`src/rtl/core/wht_pkg.sv`:
```
`default_nettype none
package wht_pkg;

   localparam int VALUE_W = 30;
   localparam int OP_W = 2;
   localparam logic [VALUE_W-1:0] MOD_P = 30'd1000000007;

   localparam logic [OP_W-1:0] OP_WRITE = 2'd0;
   localparam logic [OP_W-1:0] OP_TRANSFORM = 2'd1;
   localparam logic [OP_W-1:0] OP_READ = 2'd2;

   localparam int MUL_CNT_W = $clog2(VALUE_W);
   localparam logic [MUL_CNT_W-1:0] MUL_LAST = MUL_CNT_W'(VALUE_W - 1);

   // one conditional subtract: x < 2P in, residue out
   function automatic logic [VALUE_W-1:0] mod_fold(input logic [VALUE_W:0] x);
      logic [VALUE_W:0] d;
      d = x - {1'b0, MOD_P};
      return (x >= {1'b0, MOD_P}) ? d[VALUE_W-1:0] : x[VALUE_W-1:0];
   endfunction

   function automatic logic [VALUE_W-1:0] mod_add(input logic [VALUE_W-1:0] a,
                                                  input logic [VALUE_W-1:0] b);
      return mod_fold({1'b0, a} + {1'b0, b});
   endfunction

   function automatic logic [VALUE_W-1:0] mod_sub(input logic [VALUE_W-1:0] a,
                                                  input logic [VALUE_W-1:0] b);
      logic [VALUE_W:0] d;
      d = {1'b0, a} + {1'b0, MOD_P} - {1'b0, b};
      return (a >= b) ? (a - b) : d[VALUE_W-1:0];
   endfunction

   // inverse of 2^log_size mod P by repeated halving
   function automatic logic [VALUE_W-1:0] inv_pow2(input int log_size);
      logic [VALUE_W:0] x;
      x = (VALUE_W+1)'(1);
      for (int i = 0; i < 16; i++) begin
         if (i < log_size) begin
            x = x[0] ? ((x + {1'b0, MOD_P}) >> 1) : (x >> 1);
         end
      end
      return x[VALUE_W-1:0];
   endfunction

endpackage
`default_nettype wire

```
`src/rtl/core/wht_modmul.sv`:
```
`default_nettype none
module wht_modmul
   import wht_pkg::*;
(
   input  wire logic               clock,
   input  wire logic               reset,
   input  wire logic               mul_start,
   input  wire logic [VALUE_W-1:0] mul_a,
   input  wire logic [VALUE_W-1:0] mul_b,
   output logic                    mul_busy,
   output logic                    mul_done,
   output logic [VALUE_W-1:0]      mul_result
);

   // shift-and-add, multiplier bits taken MSB first, one bit a cycle
   logic                 run_ff, run_in;
   logic                 done_ff, done_in;
   logic [MUL_CNT_W-1:0] cnt_ff, cnt_in;
   logic [VALUE_W-1:0]   acc_ff, acc_in;
   logic [VALUE_W-1:0]   a_ff, a_in;
   logic [VALUE_W-1:0]   b_ff, b_in;
   logic [VALUE_W-1:0]   dbl;
   logic [VALUE_W-1:0]   addend;

   always_comb begin
      dbl = mod_fold({acc_ff, 1'b0});
      addend = b_ff[VALUE_W-1] ? a_ff : '0;
      run_in = run_ff;
      done_in = 1'b0;
      cnt_in = cnt_ff;
      acc_in = acc_ff;
      a_in = a_ff;
      b_in = b_ff;
      if (mul_start) begin
         run_in = 1'b1;
         cnt_in = '0;
         acc_in = '0;
         a_in = mul_a;
         b_in = mul_b;
      end else if (run_ff) begin
         acc_in = mod_add(dbl, addend);
         b_in = {b_ff[VALUE_W-2:0], 1'b0};
         cnt_in = cnt_ff + 1'b1;
         if (cnt_ff == MUL_LAST) begin
            run_in = 1'b0;
            done_in = 1'b1;
         end
      end
   end

   always_ff @(posedge clock) begin
      if (reset) begin
         run_ff <= 1'b0;
         done_ff <= 1'b0;
      end else begin
         run_ff <= run_in;
         done_ff <= done_in;
      end
      cnt_ff <= cnt_in;
      acc_ff <= acc_in;
      a_ff <= a_in;
      b_ff <= b_in;
   end

   assign mul_busy = run_ff;
   assign mul_done = done_ff;
   assign mul_result = acc_ff;

endmodule
`default_nettype wire

```
`config.mk`:
```
export PLATFORM = sky130hd
export DESIGN_NAME = wht_modmul
export DESIGN_NICKNAME = d
export VERILOG_FILES = /design/src/rtl/core/wht_pkg.sv /design/src/rtl/core/wht_modmul.sv
export SDC_FILE = /design/constraint.sdc
export NUM_CORES = 1
export LEC_CHECK = 0
export BUFFER_PORTS_ARGS = -buffer_cell sky130_fd_sc_hd__buf_2
export CAP_MARGIN = 20
export CORE_ASPECT_RATIO = 0.9
export CORE_UTILIZATION = 30
export CTS_CLUSTER_DIAMETER = 150
export DETAILED_ROUTE_END_ITERATION = 8
export HOLD_SLACK_MARGIN = 0.08
export PLACE_DENSITY_LB_ADDON = 0.1
export SKIP_LAST_GASP = 1
export SYNTH_ARGS = -nofsm -noshare
export SYNTH_HDL_FRONTEND = slang
export SYNTH_SLANG_ARGS = --single-unit
export TNS_END_PERCENT = 100
```
`constraint.sdc`:
```
create_clock -name clock -period 5.35 [get_ports clock]
set_clock_uncertainty 0.15 [all_clocks]
set_input_delay 0.2675 -clock clock [delete_from_list [all_inputs] [get_ports clock]]
set_output_delay 0.2675 -clock clock [all_outputs]
set_load 0.01 [all_outputs]
```
* After elaboration in Yosys (flattened, before gate mapping)
Cells that the tools add are included.
** Operators by class
- Add/sub/neg operators :: 4
- Magnitude comparators :: 2
- Eq/ne operators :: 1
- Mux-type cells :: 9
- Bitwise operators :: 1
- Reductions and logical operators :: 2
** Operators with widths (count)
- $mux 30 :: 5
- $ge 31x30->1 const B :: 2
- $sub 30x30->30 const B :: 2
- $add 30x30->31 :: 1
- $add 5x1->5 const B :: 1
- $eq 5x5->1 const B :: 1
- $mux 1 :: 4
- $reduce_or 3->1 :: 1
- $reduce_bool 2->1 :: 1
- $not 1->1 :: 1
** Storage, ports and cells
- Bits in registers :: 97
- Output and inout bits :: 32
- Word-level logic and storage cells :: 25

* Logic depth before layout (Yosys ltp)
- Depth after elaboration :: 5
- Gate-level depth with buffers :: 29
- Depth with buffers taken out :: 25

* Least setup slack after synthesis
No wires, ideal clock.
- Path kind :: register to register
- Start :: register acc_ff[2] (netlist: mul_result[2])
- End :: register acc_ff[22] (netlist: mul_result[22])
- Arrival time :: 5.750 ns
- Path slack :: -0.707 ns
- Stages on the path, launching flop included :: 28
- Path buffers :: 2
- Clock period less this slack :: 6.057 ns
- Path through :: dfxtp_1 inv_1 ha_1 a31oi_1 o21ai_0 a21oi_1 o21ai_0 a21oi_1 o31ai_1 a21oi_1 a21oi_1 inv_1 clkbuf_1 ha_1 inv_1 fa_1 nand2b_1 a21oi_1 o211ai_2 o21a_2 xnor2_1 a2111o_1 o221ai_4 o21ai_2 a21oi_4 buf_2 mux2i_1 o211ai_1
** Between the ends
- Word-level cells in the longest chain between the ends :: 5
** Ends and longest elaborated chain
- from (decl) :: RTL line wht_modmul.sv:19 : logic [VALUE_W-1:0] acc_ff, acc_in;
- from (signal assigned) :: RTL line wht_modmul.sv:60 : acc_ff <= acc_in;
- $sub 30x30->30 or $ge 31x30->1 (tied branches) :: RTL line wht_pkg.sv:18, wht_pkg.sv:19
- $mux 30 (*) :: RTL line wht_pkg.sv:19 : return (x >= {1'b0, MOD_P}) ? d[VALUE_W-1:0] : x[VALUE_W-1:0];
- $add 30x30->31 (*) :: RTL line wht_pkg.sv:24 : return mod_fold({1'b0, a} + {1'b0, b});
- $sub 30x30->30 or $ge 31x30->1 (tied branches) :: RTL line wht_pkg.sv:18, wht_pkg.sv:19
- $mux 30 (*) :: RTL line wht_pkg.sv:19
Mark *: on every way between the ends. The rest lies on a longest branch, timed or not.
A chain may end at the register's enable or synchronous reset.

* Worst setup path in the final report
- Start :: register acc_ff[3] (netlist: mul_result[3])
- End :: register acc_ff[26] (netlist: mul_result[26])
Same word-level chain as after synthesis.

==> impl_metrics.ini <==
[status]
status = finished with violations
violations = negative setup slack

[sta]
tightest_slew_ns = 0.9191
rsz0062_at_grt = yes
setup_tns_ns = -9.146
max-slew-margin-rel_pct = 38.60
post-route-min-period_ns = 5.796
finalMaxSlewViolations = 0
post-route-period-util_pct = 108.3
hold-worst-slack_ns = 0.1459
setup_viol = 30
fmax_mhz = 172.5
fin_ws_ns = -0.4462
hold_viol = 0

[power]
power.switching_mw = 1.985
ir_worst_vdd_mv = 0.1723
p_leak_nw = 5.109
intPower_mw = 2.751
cellPowerDensity_nw_per_um2 = 406.0
power_frac_clock_pct = 14.4
power_frac_comb_pct = 65.1
p_seq_share_pct = 20.5
switching_share_pct = 41.90

[synthesis]
synth_area_um2 = 7425
synthCells = 853
synth_xor_area_share_pct = 4.601
synth-seq-cells = 97
synth-compound-area-share_pct = 21.99
ys_types = 80
synth_edf_count = 60
synth_ff_type = edfxtp_1
synth_fa_ha_area_share_pct = 5.999
muxShareOfSynthArea_pct = 5.207
synth_top_family_by_area = simple AND/OR/NAND/NOR gates
seq_area_frac_synth_pct = 34.24
syn_avg_cell_area_um2 = 8.704
synth_fp_nets = 951
async_flop_share_pct = 0
yosysWarnings = 0
synth_simple_gate_area_share_pct = 24.44

[cts]
clock_sinks = 97
cts-root-buf = clkbuf_16
cts_buffers = 9
clk_latency_ns = 0.37
cts.clk_slew.worst_paths_ns = 0.08
cts_buffer_depth = 2
htreeDepth = 3
cts_tree = done

[floorplan]
coreArea_um2 = 24260
io_pins = 95
die_h_um = 151.2
start_util_pct = 30.61
fp.dieW_um = 167.8
placement_rows = 54
fp.dieArea_um2 = 25380

[cells_and_area]
final_cell_mix = 250 x buf_4, 93 x buf_2, 74 x nand2_1
fillers = 2374
synthToLayoutAreaGrowth_pct = 57.13
mostFrequentLayoutCell = buf_4
nets = 1346
drive_gt1_share_pct = 40.22
fin_area_um2 = 11670
num_antenna_cells = 0

[route]
vias_per_cell = 5.088
first_pass_iters = 5
wirelength_um = 27020
drc = 0
postRouteAntennaNets = 0
num_vias = 7942
drt_first_iter_violations = 406
wire_per_inst_um = 17.31

[global_routing]
antenna_found_initial = 0
grt_start_max_net_pins = 53
grt_usage_pct = 21.24
first_global_vias = 7673
grt_overflow_total = 0
grt_pass1_wl_um = 41240

[worst_setup_path]
cp_common_cell = a21oi_2
required_ns = 5.45
max_stage_delay_ns = 0.48
setup.worst_path.end_class = flop
criticalPathCategory = reg -> reg
cp-start-kind = flop
cpMaxStageDelayCell = a2111o_1
arrival_ns = 5.89
crit_fanout = 4

[placement]
placed_area_um2 = 10020
gp_congestion = 0.8405
port_buffers = 94
hpwlAfterDp_um = 20350

[hold_path]
min_path_type = in -> reg

[run]
cap_violations = 0
==> final timing paths <==
check	to	slack, ns	cells after the start	startpoint
hold reg to reg	cnt_ff[4]	0.37	2	cnt_ff[4]
setup / recovery	mul_result[26]	-0.45	28	mul_result[3]
setup reg to reg	mul_result[26]	-0.45	28	mul_result[3]
hold / removal	cnt_ff[2]	0.15	2	mul_start
==> flip-flops by register name (all words and copies together) (netlist names) <==
name and count:
a_ff 30, b_ff 30, cnt_ff 5, mul_busy 1, mul_done 1, mul_result 30
==> synth_stat cells (6+ instances only) <==
| cell | instances | area [um^2] |
|---|---|---|
| ha_1 | 34 | 425.4 |
| a21oi_1 | 49 | 245.2 |
| nor2_1 | 75 | 281.5 |
| inv_1 | 24 | 90.09 |
| or2_2 | 6 | 37.54 |
| a211oi_1 | 11 | 82.58 |
| and2_1 | 43 | 269.0 |
| nand2_1 | 77 | 289.0 |
| or4_1 | 7 | 52.55 |
| mux2_2 | 29 | 326.6 |
| a21o_1 | 17 | 127.6 |
| or3_1 | 15 | 93.84 |
| o31ai_1 | 8 | 60.06 |
| o211ai_1 | 17 | 127.6 |
| o21ai_0 | 33 | 165.2 |
| nand4_1 | 14 | 87.58 |
| nor3_1 | 37 | 185.2 |
| o21a_1 | 10 | 75.07 |
| a22oi_1 | 8 | 60.06 |
| nand2b_1 | 7 | 43.79 |
| clkbuf_1 | 23 | 86.33 |
| edfxtp_1 | 60 | 1802 |
| and3_1 | 8 | 50.05 |
| xor2_1 | 16 | 140.1 |
| mux2i_1 | 6 | 60.06 |
| dfxtp_1 | 37 | 740.7 |
| xnor2_1 | 23 | 201.4 |
| buf_2 | 8 | 40.04 |
| nor4_1 | 12 | 75.07 |
| nand3_1 | 35 | 175.2 |
==> layer usage <==
layer / GRT usage [%] / part of all wire [%] / vias up
met3: 2.900 / 4.1 / 32
met1: 29.03 / 49 / 3716
met5: 0 / 0 / -
met4: 6.101 / 1.8 / 0
li1: - / - / 4010
met2: 34.90 / 45 / 184
==> layout make-up <==
cell class                 instances  area [um^2]  share of cell area, %
timing repair buffer             423         3238                  27.76
tap                              308        385.4                  3.303
inverter                          24        97.59                 0.8366
clock buffer                      10        229.0                  1.963
clock inverter                     6        57.56                 0.4934
multi-input combinational        693         5109                  43.79
sequential                        97         2550                  21.86
==> critical path, delay by kind of cell (launching register included) <==
kind / cells / cell delay (ns)
AOI/OAI and AO/OA: 15 / 2.85
xor gates and xnor gates: 1 / 0.22
adders and majority gates: 2 / 0.47
buffers and inverters: 5 / 0.59
DFF: 1 / 0.36
and+or+nand+nor: 5 / 1.03
==> cell families (layout without fill, tap and decap cells) <==
kind of cell	after synthesis	after routing
flip-flops	97	97
multiplexers	35	35
AND/OR/NAND/NOR	357	357
AO/OA/AOI/OAI	227	227
buffers and inverters	63	463
XOR/XNOR	39	39
adder cells (fa/ha/maj)	35	35
==> power groups by stage <==
stage | Clock, mW | Sequential [mW] | Combinational, mW
finish | 0.682 | 0.971 | 3.08
global route | 0.727 | 0.983 | 3.34
CTS | 0.706 | 0.969 | 2.93
detailed placement | 0 | 0.978 | 2.72
global placement | 0 | 0.978 | 2.73
floorplan | 0 | 1.03 | 1.36
==> repair_timing <==
action | in CTS | in global routing
gates resized for setup | 48 | 58
gates cloned | 1 | 0
hold buffers | 61 | 0
pin swaps | 23 | 23
setup buffers | 15 | 14
hold endpoints to repair | 62 | 0
setup endpoints to repair | 30 | 30
==> metrics by stage <==
stage | std cells | setup slack (ns) | power (mW) | util (%)
after global placement | 1456 | -1.119 | 3.704 | 41.30
after detailed placement | 1456 | -1.214 | 3.702 | 41.30
after floorplan | 853 | -0.1226 | 2.392 | -
after global routing | 1561 | -0.6702 | 5.054 | 48.10
final | 1561 | -0.4462 | 4.736 | 48.10
after CTS | 1549 | -0.4230 | 4.606 | 46.74
No activity file was read; power rests on OpenSTA's default activity.
